## config.mk

```make
export PLATFORM = sky130hd
export DESIGN_NAME = circle_track_association_unit
export DESIGN_NICKNAME = d
export VERILOG_FILES = /design/src/rtl/ctau_pkg.sv /design/src/rtl/ctau_slot_mem.sv /design/src/rtl/ctau_seq.sv /design/src/rtl/circle_track_association_unit.sv
export SDC_FILE = /design/constraint.sdc
export NUM_CORES = 2
export LEC_CHECK = 0
export ABC_AREA = 1
export BUFFER_PORTS_ARGS = -buffer_cell sky130_fd_sc_hd__buf_2
export CAP_MARGIN = 20
export CORE_MARGIN = 5
export CORE_UTILIZATION = 63
export CTS_CLUSTER_SIZE = 8
export DETAILED_ROUTE_END_ITERATION = 8
export PLACE_DENSITY = 0.8
export SYNTH_ARGS = -nofsm -noshare
export SYNTH_HDL_FRONTEND = slang
export SYNTH_SLANG_ARGS = --single-unit
```

## constraint.sdc

```tcl
create_clock -name i_clk -period 7.9 [get_ports i_clk]
set_clock_uncertainty 0.2 [all_clocks]
set_input_delay 1.58 -clock i_clk [delete_from_list [all_inputs] [get_ports i_clk]]
set_output_delay 1.58 -clock i_clk [all_outputs]
set_load 0.1 [all_outputs]
```

## src/rtl/ctau_pkg.sv

```systemverilog
// Package for the circle track association unit.
// Holds shared types, register defaults, status codes and the radius scaling function.
// No dependencies.
`default_nettype none

package ctau_pkg;

    // Table size default
    localparam int MAX_TRACKS_DEF = 16;

    // Field widths
    localparam int COORD_W  = 9;
    localparam int RAD_IN_W = 8;
    localparam int RAD_W    = 9;
    localparam int FRAME_W  = 32;
    localparam int HITS_W   = 8;
    localparam int ID_W     = 16;
    localparam int CNT_W    = 5;
    localparam int SQ_W     = 2 * COORD_W;

    // Configuration registers
    localparam int CFG_IDX_W  = 2;
    localparam int CFG_DATA_W = 18;
    localparam int DIST_W     = 18;
    localparam int AGE_W      = 16;
    localparam int VIS_W      = 8;

    localparam logic [CFG_IDX_W-1:0] CFG_MATCH_DIST_SQ  = 2'd0;
    localparam logic [CFG_IDX_W-1:0] CFG_MAX_AGE_FRAMES = 2'd1;
    localparam logic [CFG_IDX_W-1:0] CFG_VISIBLE_HITS   = 2'd2;

    localparam logic [DIST_W-1:0] MATCH_DIST_SQ_RST  = 18'd1000;
    localparam logic [AGE_W-1:0]  MAX_AGE_FRAMES_RST = 16'd50;
    localparam logic [VIS_W-1:0]  VISIBLE_HITS_RST   = 8'd3;

    // floor(r * 105 / 100) as (r * 105 * 5243) >> 19, exact for r below 256
    localparam int SCALE_SH  = 19;
    localparam int SCALE_MUL = 105 * 5243;
    localparam int SCALE_P_W = 29;

    localparam logic [HITS_W-1:0] HITS_MAX = '1;

    // Function code of an input item
    typedef enum logic {
        FN_DETECT = 1'b0,
        FN_SWEEP  = 1'b1
    } t_func;

    // Result status codes
    typedef enum logic [2:0] {
        ST_MATCH = 3'd0,
        ST_NEW   = 3'd1,
        ST_ZERO  = 3'd2,
        ST_FULL  = 3'd3,
        ST_SWEEP = 3'd4
    } t_status;

    // Sequencer states
    typedef enum logic [2:0] {
        SQ_IDLE,
        SQ_WALK,
        SQ_DRAIN,
        SQ_FINISH,
        SQ_DONE
    } t_seq_state;

    // One track record as held in the slot memory
    typedef struct packed {
        logic [COORD_W-1:0] x;
        logic [COORD_W-1:0] y;
        logic [RAD_W-1:0]   radius;
        logic [FRAME_W-1:0] last_frame;
        logic [HITS_W-1:0]  hits;
        logic [ID_W-1:0]    id;
    } t_slot;

    // Configuration register set
    typedef struct packed {
        logic [DIST_W-1:0] match_dist_sq;
        logic [AGE_W-1:0]  max_age_frames;
        logic [VIS_W-1:0]  visible_hits;
    } t_cfg;

    // One result transaction
    typedef struct packed {
        t_status           status;
        logic [ID_W-1:0]   new_track_id;
        logic [CNT_W-1:0]  match_count;
        logic [CNT_W-1:0]  removed_count;
        logic [CNT_W-1:0]  visible_count;
    } t_result;

    // Scale a detected radius by 1.05, rounded down
    function automatic logic [RAD_W-1:0] scale_radius(input logic [RAD_IN_W-1:0] r);
        logic [SCALE_P_W-1:0] p;
        p = SCALE_P_W'(r) * SCALE_P_W'(SCALE_MUL);
        return p[SCALE_SH +: RAD_W];
    endfunction

endpackage

`default_nettype wire

```

## src/rtl/ctau_slot_mem.sv

```systemverilog
// Slot memory of the circle track association unit: one write port, one read port,
// read data registered. Depends on ctau_pkg for the track record type.
`default_nettype none

module ctau_slot_mem #(
    parameter int DEPTH = ctau_pkg::MAX_TRACKS_DEF,
    parameter int AW    = (DEPTH > 1) ? $clog2(DEPTH) : 1
) (
    input  wire logic           i_clk,
    input  wire logic           i_wr_en,
    input  wire logic [AW-1:0]  i_wr_addr,
    input  wire ctau_pkg::t_slot i_wr_data,
    input  wire logic [AW-1:0]  i_rd_addr,
    output ctau_pkg::t_slot     o_rd_data
);

    ctau_pkg::t_slot r_mem [DEPTH];
    ctau_pkg::t_slot r_rd_data;

    // Write one record
    always_ff @(posedge i_clk) begin
        if (i_wr_en) begin
            r_mem[i_wr_addr] <= i_wr_data;
        end
    end

    // Read one record; the read data is registered
    always_ff @(posedge i_clk) begin
        r_rd_data <= r_mem[i_rd_addr];
    end

    assign o_rd_data = r_rd_data;

endmodule

`default_nettype wire

```

## src/rtl/ctau_seq.sv

```systemverilog
// Sequencer of the circle track association unit: walks the slot memory through a
// read, evaluate and write-back pipeline, inserts tracks and builds each result.
// Depends on ctau_pkg.
`default_nettype none

module ctau_seq #(
    parameter int MAX_TRACKS = ctau_pkg::MAX_TRACKS_DEF,
    parameter int AW         = (MAX_TRACKS > 1) ? $clog2(MAX_TRACKS) : 1
) (
    input  wire logic                              i_clk,
    input  wire logic                              i_rst_n,
    input  wire logic                              i_in_valid,
    input  wire logic                              i_func,
    input  wire logic [ctau_pkg::COORD_W-1:0]      i_det_x,
    input  wire logic [ctau_pkg::COORD_W-1:0]      i_det_y,
    input  wire logic [ctau_pkg::RAD_IN_W-1:0]     i_det_radius,
    input  wire ctau_pkg::t_cfg                    i_cfg,
    input  wire logic                              i_res_take,
    output logic                                   o_busy,
    output logic                                   o_res_valid,
    output ctau_pkg::t_result                      o_res,
    output logic [AW-1:0]                          o_rd_addr,
    input  wire ctau_pkg::t_slot                   i_rd_data,
    output logic                                   o_wr_en,
    output logic [AW-1:0]                          o_wr_addr,
    output ctau_pkg::t_slot                        o_wr_data
);

    localparam logic [AW-1:0] LAST_IDX = AW'(MAX_TRACKS - 1);

    ctau_pkg::t_seq_state r_state, n_state;

    // Per-slot flags in flip-flops
    logic [MAX_TRACKS-1:0] r_slot_valid;
    logic [MAX_TRACKS-1:0] r_slot_visible;

    // Global counters
    logic [ctau_pkg::FRAME_W-1:0] r_frame_count;
    logic [ctau_pkg::ID_W-1:0]    r_id_counter;

    // Current item
    ctau_pkg::t_func                r_func;
    logic [ctau_pkg::COORD_W-1:0]   r_det_x;
    logic [ctau_pkg::COORD_W-1:0]   r_det_y;
    logic [ctau_pkg::RAD_IN_W-1:0]  r_det_radius;
    logic [ctau_pkg::RAD_W-1:0]     r_scaled;

    // Walk and free slot search
    logic [AW-1:0] r_rd_idx;
    logic          r_free_found;
    logic [AW-1:0] r_free_idx;

    // Pipeline stage after the read is issued
    logic          r_s1_live;
    logic          r_s1_valid;
    logic [AW-1:0] r_s1_idx;

    // Pipeline stage after evaluation
    logic                        r_s2_live;
    logic                        r_s2_valid;
    logic [AW-1:0]               r_s2_idx;
    ctau_pkg::t_slot             r_s2_slot;
    logic [ctau_pkg::SQ_W-1:0]   r_s2_sqx;
    logic [ctau_pkg::SQ_W-1:0]   r_s2_sqy;
    logic                        r_s2_age_gt;

    // Counts
    logic [ctau_pkg::CNT_W-1:0] r_match_cnt;
    logic [ctau_pkg::CNT_W-1:0] r_removed_cnt;
    logic [ctau_pkg::CNT_W-1:0] r_visible_cnt;

    ctau_pkg::t_result r_res;

    logic                          issue;
    logic                          accept;
    logic [ctau_pkg::COORD_W-1:0]  dx;
    logic [ctau_pkg::COORD_W-1:0]  dy;
    logic [ctau_pkg::FRAME_W-1:0]  age;
    logic [ctau_pkg::SQ_W:0]       dist_sum;
    logic                          c_match;
    logic                          c_stale;
    logic                          c_vis;
    logic                          do_insert;
    ctau_pkg::t_result             fin_res;
    ctau_pkg::t_slot               match_rec;
    ctau_pkg::t_slot               insert_rec;

    // Next state
    always_comb begin
        n_state = r_state;
        unique case (r_state)
            ctau_pkg::SQ_IDLE: begin
                if (i_in_valid) begin
                    n_state = ctau_pkg::SQ_WALK;
                end
            end
            ctau_pkg::SQ_WALK: begin
                if (r_rd_idx == LAST_IDX) begin
                    n_state = ctau_pkg::SQ_DRAIN;
                end
            end
            ctau_pkg::SQ_DRAIN: begin
                if (!r_s1_live && !r_s2_live) begin
                    n_state = ctau_pkg::SQ_FINISH;
                end
            end
            ctau_pkg::SQ_FINISH: begin
                n_state = ctau_pkg::SQ_DONE;
            end
            ctau_pkg::SQ_DONE: begin
                if (i_res_take) begin
                    n_state = ctau_pkg::SQ_IDLE;
                end
            end
            default: begin
                n_state = ctau_pkg::SQ_IDLE;
            end
        endcase
    end

    // State outputs
    always_comb begin
        o_busy      = (r_state != ctau_pkg::SQ_IDLE);
        o_res_valid = (r_state == ctau_pkg::SQ_DONE);
        issue       = (r_state == ctau_pkg::SQ_WALK);
        accept      = (r_state == ctau_pkg::SQ_IDLE) && i_in_valid;
    end

    assign o_rd_addr = r_rd_idx;
    assign o_res     = r_res;

    // Evaluate the record coming out of memory
    always_comb begin
        dx  = (r_det_x > i_rd_data.x) ? (r_det_x - i_rd_data.x) : (i_rd_data.x - r_det_x);
        dy  = (r_det_y > i_rd_data.y) ? (r_det_y - i_rd_data.y) : (i_rd_data.y - r_det_y);
        age = r_frame_count - i_rd_data.last_frame;
    end

    // Decide match, removal and visibility for the slot in the last stage
    always_comb begin
        dist_sum = {1'b0, r_s2_sqx} + {1'b0, r_s2_sqy};
        c_match  = (r_func == ctau_pkg::FN_DETECT) && r_s2_valid
                   && (dist_sum < {1'b0, i_cfg.match_dist_sq});
        c_stale  = (r_func == ctau_pkg::FN_SWEEP) && r_s2_valid && r_s2_age_gt;
        c_vis    = (r_func == ctau_pkg::FN_SWEEP) && r_s2_valid && !r_s2_age_gt
                   && (r_s2_slot.hits > i_cfg.visible_hits);
    end

    // Build the updated and the inserted records
    always_comb begin
        match_rec            = r_s2_slot;
        match_rec.x          = r_det_x;
        match_rec.y          = r_det_y;
        match_rec.radius     = {1'b0, r_det_radius};
        match_rec.last_frame = r_frame_count;
        match_rec.hits       = (r_s2_slot.hits == ctau_pkg::HITS_MAX) ? r_s2_slot.hits
                                                                      : r_s2_slot.hits + 1'b1;

        insert_rec.x          = r_det_x;
        insert_rec.y          = r_det_y;
        insert_rec.radius     = r_scaled;
        insert_rec.last_frame = r_frame_count;
        insert_rec.hits       = '0;
        insert_rec.id         = r_id_counter;
    end

    // Close the item: pick the status and decide on an insert
    always_comb begin
        do_insert             = 1'b0;
        fin_res.new_track_id  = '0;
        fin_res.match_count   = '0;
        fin_res.removed_count = '0;
        fin_res.visible_count = '0;
        priority if (r_func == ctau_pkg::FN_SWEEP) begin
            fin_res.status        = ctau_pkg::ST_SWEEP;
            fin_res.removed_count = r_removed_cnt;
            fin_res.visible_count = r_visible_cnt;
        end else if (r_match_cnt != '0) begin
            fin_res.status      = ctau_pkg::ST_MATCH;
            fin_res.match_count = r_match_cnt;
        end else if (r_scaled == '0) begin
            fin_res.status = ctau_pkg::ST_ZERO;
        end else if (!r_free_found) begin
            fin_res.status = ctau_pkg::ST_FULL;
        end else begin
            fin_res.status       = ctau_pkg::ST_NEW;
            fin_res.new_track_id = r_id_counter;
            do_insert            = (r_state == ctau_pkg::SQ_FINISH);
        end
    end

    // Memory write port: update on match, otherwise insert
    always_comb begin
        o_wr_en   = c_match || do_insert;
        o_wr_addr = c_match ? r_s2_idx : r_free_idx;
        o_wr_data = c_match ? match_rec : insert_rec;
    end

    // Control state
    always_ff @(posedge i_clk) begin
        if (!i_rst_n) begin
            r_state        <= ctau_pkg::SQ_IDLE;
            r_slot_valid   <= '0;
            r_slot_visible <= '0;
            r_frame_count  <= '0;
            r_id_counter   <= '0;
            r_rd_idx       <= '0;
            r_free_found   <= 1'b0;
            r_s1_live      <= 1'b0;
            r_s1_valid     <= 1'b0;
            r_s2_live      <= 1'b0;
            r_s2_valid     <= 1'b0;
            r_match_cnt    <= '0;
            r_removed_cnt  <= '0;
            r_visible_cnt  <= '0;
        end else begin
            r_state <= n_state;

            // Advance the pipeline
            r_s1_live  <= issue;
            r_s1_valid <= issue && r_slot_valid[r_rd_idx];
            r_s2_live  <= r_s1_live;
            r_s2_valid <= r_s1_valid;

            // Start a new item
            if (accept) begin
                r_rd_idx      <= '0;
                r_free_found  <= 1'b0;
                r_match_cnt   <= '0;
                r_removed_cnt <= '0;
                r_visible_cnt <= '0;
            end

            // Walk the slots and note the lowest free one
            if (issue) begin
                if (r_rd_idx != LAST_IDX) begin
                    r_rd_idx <= r_rd_idx + 1'b1;
                end
                if (!r_slot_valid[r_rd_idx] && !r_free_found) begin
                    r_free_found <= 1'b1;
                end
            end

            // Count matches
            if (c_match) begin
                r_match_cnt <= r_match_cnt + 1'b1;
            end

            // Age out or refresh visibility
            if (c_stale) begin
                r_slot_valid[r_s2_idx]   <= 1'b0;
                r_slot_visible[r_s2_idx] <= 1'b0;
                r_removed_cnt            <= r_removed_cnt + 1'b1;
            end else if (r_func == ctau_pkg::FN_SWEEP && r_s2_valid) begin
                r_slot_visible[r_s2_idx] <= c_vis;
                if (c_vis) begin
                    r_visible_cnt <= r_visible_cnt + 1'b1;
                end
            end

            // Close the item
            if (r_state == ctau_pkg::SQ_FINISH) begin
                if (r_func == ctau_pkg::FN_SWEEP) begin
                    r_frame_count <= r_frame_count + 1'b1;
                end
                if (do_insert) begin
                    r_slot_valid[r_free_idx]   <= 1'b1;
                    r_slot_visible[r_free_idx] <= 1'b0;
                    r_id_counter               <= r_id_counter + 1'b1;
                end
            end
        end
    end

    // Datapath registers
    always_ff @(posedge i_clk) begin
        if (accept) begin
            r_func       <= ctau_pkg::t_func'(i_func);
            r_det_x      <= i_det_x;
            r_det_y      <= i_det_y;
            r_det_radius <= i_det_radius;
        end
        if (issue && !r_slot_valid[r_rd_idx] && !r_free_found) begin
            r_free_idx <= r_rd_idx;
        end
        r_scaled    <= ctau_pkg::scale_radius(r_det_radius);
        r_s1_idx    <= r_rd_idx;
        r_s2_idx    <= r_s1_idx;
        r_s2_slot   <= i_rd_data;
        r_s2_sqx    <= ctau_pkg::SQ_W'(dx) * ctau_pkg::SQ_W'(dx);
        r_s2_sqy    <= ctau_pkg::SQ_W'(dy) * ctau_pkg::SQ_W'(dy);
        r_s2_age_gt <= (age > ctau_pkg::FRAME_W'(i_cfg.max_age_frames));
        if (r_state == ctau_pkg::SQ_FINISH) begin
            r_res <= fin_res;
        end
    end

endmodule

`default_nettype wire

```

## src/rtl/circle_track_association_unit.sv

```systemverilog
// Circle track association unit, top level: configuration registers, result register
// and the slot walk. Depends on ctau_pkg, ctau_slot_mem and ctau_seq.
//
// Each transaction on the input channel is one circle detection or one end-of-frame
// sweep, and produces exactly one result transaction. Track records live in a
// single-port-read slot memory of MAX_TRACKS entries. The sequencer reads every slot
// once through a three-stage read, evaluate and write-back pipeline and lets it
// drain. It then closes the item (insert of a new track or frame advance) and
// offers the result. A new item is taken only once the previous result has moved
// into the output register and the sequencer is idle again, so the block works on
// one item at a time. A finished result waits in the output register while the
// next item is already being worked on.
// Valid and visible flags reset to zero, so no clearing pass is needed.
// Configuration writes are always taken and must be made while the block is idle.
`default_nettype none

module circle_track_association_unit #(
    parameter int MAX_TRACKS = ctau_pkg::MAX_TRACKS_DEF
) (
    input  wire logic                                 i_clk,
    input  wire logic                                 i_rst_n,
    // input channel
    input  wire logic                                 i_in_valid,
    output logic                                      o_in_stall,
    input  wire logic                                 i_func,
    input  wire logic [ctau_pkg::COORD_W-1:0]         i_det_x,
    input  wire logic [ctau_pkg::COORD_W-1:0]         i_det_y,
    input  wire logic [ctau_pkg::RAD_IN_W-1:0]        i_det_radius,
    // output channel
    output logic                                      o_out_valid,
    input  wire logic                                 i_out_stall,
    output logic [2:0]                                o_status,
    output logic [ctau_pkg::ID_W-1:0]                 o_new_track_id,
    output logic [ctau_pkg::CNT_W-1:0]                o_match_count,
    output logic [ctau_pkg::CNT_W-1:0]                o_removed_count,
    output logic [ctau_pkg::CNT_W-1:0]                o_visible_count,
    // configuration channel
    input  wire logic                                 i_cfg_valid,
    output logic                                      o_cfg_ready,
    input  wire logic [ctau_pkg::CFG_IDX_W-1:0]       i_cfg_index,
    input  wire logic [ctau_pkg::CFG_DATA_W-1:0]      i_cfg_data
);

    localparam int AW = (MAX_TRACKS > 1) ? $clog2(MAX_TRACKS) : 1;

    ctau_pkg::t_cfg    r_cfg;
    logic              r_out_valid;
    ctau_pkg::t_result r_out;

    logic              busy;
    logic              res_valid;
    logic              res_take;
    ctau_pkg::t_result res;
    logic [AW-1:0]     rd_addr;
    ctau_pkg::t_slot   rd_data;
    logic              wr_en;
    logic [AW-1:0]     wr_addr;
    ctau_pkg::t_slot   wr_data;

    assign o_cfg_ready = 1'b1;

    // Write configuration registers, ignore unknown indexes
    always_ff @(posedge i_clk) begin
        if (!i_rst_n) begin
            r_cfg.match_dist_sq  <= ctau_pkg::MATCH_DIST_SQ_RST;
            r_cfg.max_age_frames <= ctau_pkg::MAX_AGE_FRAMES_RST;
            r_cfg.visible_hits   <= ctau_pkg::VISIBLE_HITS_RST;
        end else if (i_cfg_valid) begin
            unique case (i_cfg_index)
                ctau_pkg::CFG_MATCH_DIST_SQ: begin
                    r_cfg.match_dist_sq <= i_cfg_data[ctau_pkg::DIST_W-1:0];
                end
                ctau_pkg::CFG_MAX_AGE_FRAMES: begin
                    r_cfg.max_age_frames <= i_cfg_data[ctau_pkg::AGE_W-1:0];
                end
                ctau_pkg::CFG_VISIBLE_HITS: begin
                    r_cfg.visible_hits <= i_cfg_data[ctau_pkg::VIS_W-1:0];
                end
                default: begin
                end
            endcase
        end
    end

    ctau_slot_mem #(
        .DEPTH (MAX_TRACKS),
        .AW    (AW)
    ) u_mem (
        .i_clk     (i_clk),
        .i_wr_en   (wr_en),
        .i_wr_addr (wr_addr),
        .i_wr_data (wr_data),
        .i_rd_addr (rd_addr),
        .o_rd_data (rd_data)
    );

    ctau_seq #(
        .MAX_TRACKS (MAX_TRACKS),
        .AW         (AW)
    ) u_seq (
        .i_clk        (i_clk),
        .i_rst_n      (i_rst_n),
        .i_in_valid   (i_in_valid),
        .i_func       (i_func),
        .i_det_x      (i_det_x),
        .i_det_y      (i_det_y),
        .i_det_radius (i_det_radius),
        .i_cfg        (r_cfg),
        .i_res_take   (res_take),
        .o_busy       (busy),
        .o_res_valid  (res_valid),
        .o_res        (res),
        .o_rd_addr    (rd_addr),
        .i_rd_data    (rd_data),
        .o_wr_en      (wr_en),
        .o_wr_addr    (wr_addr),
        .o_wr_data    (wr_data)
    );

    assign o_in_stall = busy;
    assign res_take   = res_valid && (!r_out_valid || !i_out_stall);

    // Hold the result until the output transaction completes
    always_ff @(posedge i_clk) begin
        if (!i_rst_n) begin
            r_out_valid <= 1'b0;
        end else if (res_take) begin
            r_out_valid <= 1'b1;
        end else if (!i_out_stall) begin
            r_out_valid <= 1'b0;
        end
    end

    always_ff @(posedge i_clk) begin
        if (res_take) begin
            r_out <= res;
        end
    end

    assign o_out_valid     = r_out_valid;
    assign o_status        = r_out.status;
    assign o_new_track_id  = r_out.new_track_id;
    assign o_match_count   = r_out.match_count;
    assign o_removed_count = r_out.removed_count;
    assign o_visible_count = r_out.visible_count;

endmodule

`default_nettype wire

```

==> summary.txt <==
largest net degree at the start of global routing: 238
GPL Wtd Cong: 0.950
Post-Layout Cell Count: 6713
# resized after CTS: 0
total gr overflow: 0
post-route ant nets: 0
fin worst setup slack: 0.994 ns
area share of the largest cell type after synthesis: 51.9%
top post-synthesis cells by area: edfxtp_1 (52%), dfxtp_1 (8.5%), ha_1 (5.4%)
worst-margin pin slew: 1.30 ns
clock latency at the later pin of the worst-skew pair: 0.76 ns
Cells after Synth: 5199
placed insts: 6379
Layout fillers: 6118
drt total wl: 144 mm
setup violators final: 0
core footprint: 0.0935 mm^2
row count: 112
antenna violations before repair: 5
Reg area: 0.0359 mm^2
layout cells sized above 1: 7.77%
post-synthesis register bit count: 1279
RR Startpoint: u_seq.r_det_y[6]
CP required: 8.36 ns
Routed WL per cell: 21.4 um
Syn Std Cell Area: 0.0594 mm^2
Net Count, Synth: 5606
number of buffers added on ports: 87
CTS clock-pin slew for the worst setup and hold paths: 0.05 ns
WS Path Type: register to register
Worst Hold Launch: u_seq.r_s1_idx[3]
failing checks: design-rule violations
Hold Crit Class: register to register
count of cell types in the netlist: 58
arrival time worst endpoint: 7.37 ns
setup bufs post-CTS: 0
max-capacitance violation count: 0
maximum level of the CTS H-tree: 4
Avg Vias per Cell: 6.02
max incr delay on CP: 0.62 ns
total number of vias: 40400
async set or reset register ratio after synthesis: 0%
setup slack at placement: 1.05 ns
Tot GR Track Use: 28.2%
CTS sink cnt: 1279
fin. max-slew vios: 0
num ports: 89
Syn-to-layout area delta: 12.0%
vias in the first global route: 39400
status: finished, violations left
hold_buf cts: 0
multi-input logic area: 0.0207 mm^2
CTS tree: done
most frequent CP cell: nand2_1
die height: 317 um
crit share post-route: 87.4%
clk buf depth: 3
die area: 0.101 mm^2
mean post-synth cell area: 11.4 um^2
number of synthesized flops with an enable pin: 1027
slew margin rel.: 13.6%
Initial DRC Count: 4296
CP max-delay cell: edfxtp_1
Worst Setup Start Kind: register
CTS buffer count: 178
Synth warnings: 0
Synth Flop Type: edfxtp_1
clock root buffer: clkbuf_16
Die Width: 317 um
Final Hold Vio Count: 0
setup TNS: 0 ns
share of the yosys chip area belonging to registers: 60.4%
critical path fanouts, max: 18
DP HPWL: 84.0 mm
Worst Setup SP: u_seq.r_det_y[6]
Starting Density: 63.6%
first-pass GRT wire length: 220 mm
Max Fclk: 145 MHz
drt first pass iters: 8
RSZ-0062 raised after global routing: false
critical path capture point type: register
min cycle time layout: 6.91 ns
cell taking the most area after synthesis: edfxtp_1
Nets: 5717
DR DRC count: 2
-- synthesized netlist by cell type, types with 6 or more instances --
cell type,n
inv_1,556
nand2_2,12
nand2_1,611
a21oi_1,211
nor2_2,9
mux2i_1,195
o21a_1,9
nand3_1,189
o221ai_1,198
o32ai_1,39
buf_2,24
clkbuf_1,167
xnor2_1,32
nand3_2,7
xor2_1,86
a21o_1,12
nand4_1,37
nor4_1,7
nor2_1,597
ha_1,258
o211ai_1,57
o21bai_1,13
a211oi_1,8
nor3_1,45
inv_2,6
edfxtp_1,1027
fa_1,97
nor2_4,7
a31oi_1,12
dfxtp_1,252
o21ai_0,349
buf_1,9
buf_4,11
-- kinds of logic (layout without fill, tap and decap cells) --
| family | after synthesis | after routing | synth area share (%) |
|---|---|---|---|
| other | 1 | 5 | 0.00631 |
| AOI/OAI and AO/OA | 928 | 928 | 9.85 |
| buffers and inverters | 778 | 1034 | 5.06 |
| xor gates and xnor gates | 119 | 119 | 1.79 |
| and+or+nand+nor | 1544 | 1544 | 10.9 |
| muxes | 195 | 195 | 3.28 |
| DFF | 1279 | 1279 | 60.4 |
| adders and majority gates | 355 | 355 | 8.70 |
-- sequential cells by signal, indices dropped and copies added, names as in the netlist, 8 cells and up --
| signal | count |
|---|---|
| u_seq.r_s2_sqx | 17 |
| u_seq.r_s2_slot | 8 |
| u_seq.r_det_y | 9 |
| u_seq.r_frame_count | 32 |
| r_cfg | 42 |
| u_seq.r_s2_sqy | 17 |
| u_seq.r_scaled | 9 |
| u_seq.r_id_counter | 16 |
| u_mem.r_mem | 928 |
| o_new_track_id | 16 |
| u_seq.r_det_radius | 8 |
| u_seq.r_slot_valid | 16 |
| u_mem.o_rd_data | 58 |
| u_seq.r_det_x | 9 |
| u_seq.o_res | 34 |
-- cell usage in the layout (no fill, tap or decap), types with 131 or more instances in the layout --
cell type  count
a21oi_1      210
clkbuf_1     131
clkbuf_16    181
dfxtp_1      248
edfxtp_1    1027
ha_1         258
inv_1        555
mux2i_1      195
nand2_1      611
nand3_1      189
nor2_1       580
o21ai_0      349
o221ai_1     198
-- path summary, 6_finish.rpt --
check,end,slack (ns),depth (start not counted)
max,u_seq.r_s2_sqy[15],0.99,28
min,u_seq.r_s2_idx[3],0.11,0
max reg2reg,u_seq.r_s2_sqy[15],0.99,28
min reg2reg,u_seq.r_s2_idx[3],0.11,0
-- worst max-delay path: cells and delay by family, from the launching register on --
| family | cells | cell delay [ns] |
|---|---|---|
| compound gates | 4 | 0.82 |
| xor+xnor | 1 | 0.19 |
| buf+inv | 6 | 0.68 |
| fa+ha+maj | 6 | 3.01 |
| simple gates | 11 | 1.28 |
| flops | 1 | 0.62 |
-- stage by stage --
step / hold slack (ns) / cell area [um^2] / util [%]
after detailed placement: 0.113 / 61200 / 65.5
after global routing: 0.126 / 66500 / 71.2
after floorplan: 0.110 / 59400 / -
after CTS: 0.111 / 66500 / 71.1
final: 0.110 / 66500 / 71.2
after global placement: 0.112 / 61200 / 65.5
-- metal layers --
metal | wire [um] | up-vias | GRT usage (%) | share of wire (%)
met5 | 0 | - | 0 | 0
met1 | 57500 | 19400 | 38.0 | 40
met4 | 4830 | 0 | 10.4 | 3.4
met2 | 68600 | 2018 | 46.5 | 48
li1 | - | 18600 | - | -
met3 | 12600 | 306 | 5.45 | 8.8
-- cell type report --
type / count / share of cell area (%)
clock inverters: 11 / 0.353
diodes: 4 / 0.0150
multi-input cells: 3142 / 31.1
flip-flops and latches: 1279 / 53.9
inverters: 565 / 3.21
repair buffers: 144 / 1.47
clock buffers: 314 / 7.59
well taps: 1254 / 2.36
Power is not shown: default switching activity piles up to over one toggle a cycle in this logic, so the estimate is an artifact.
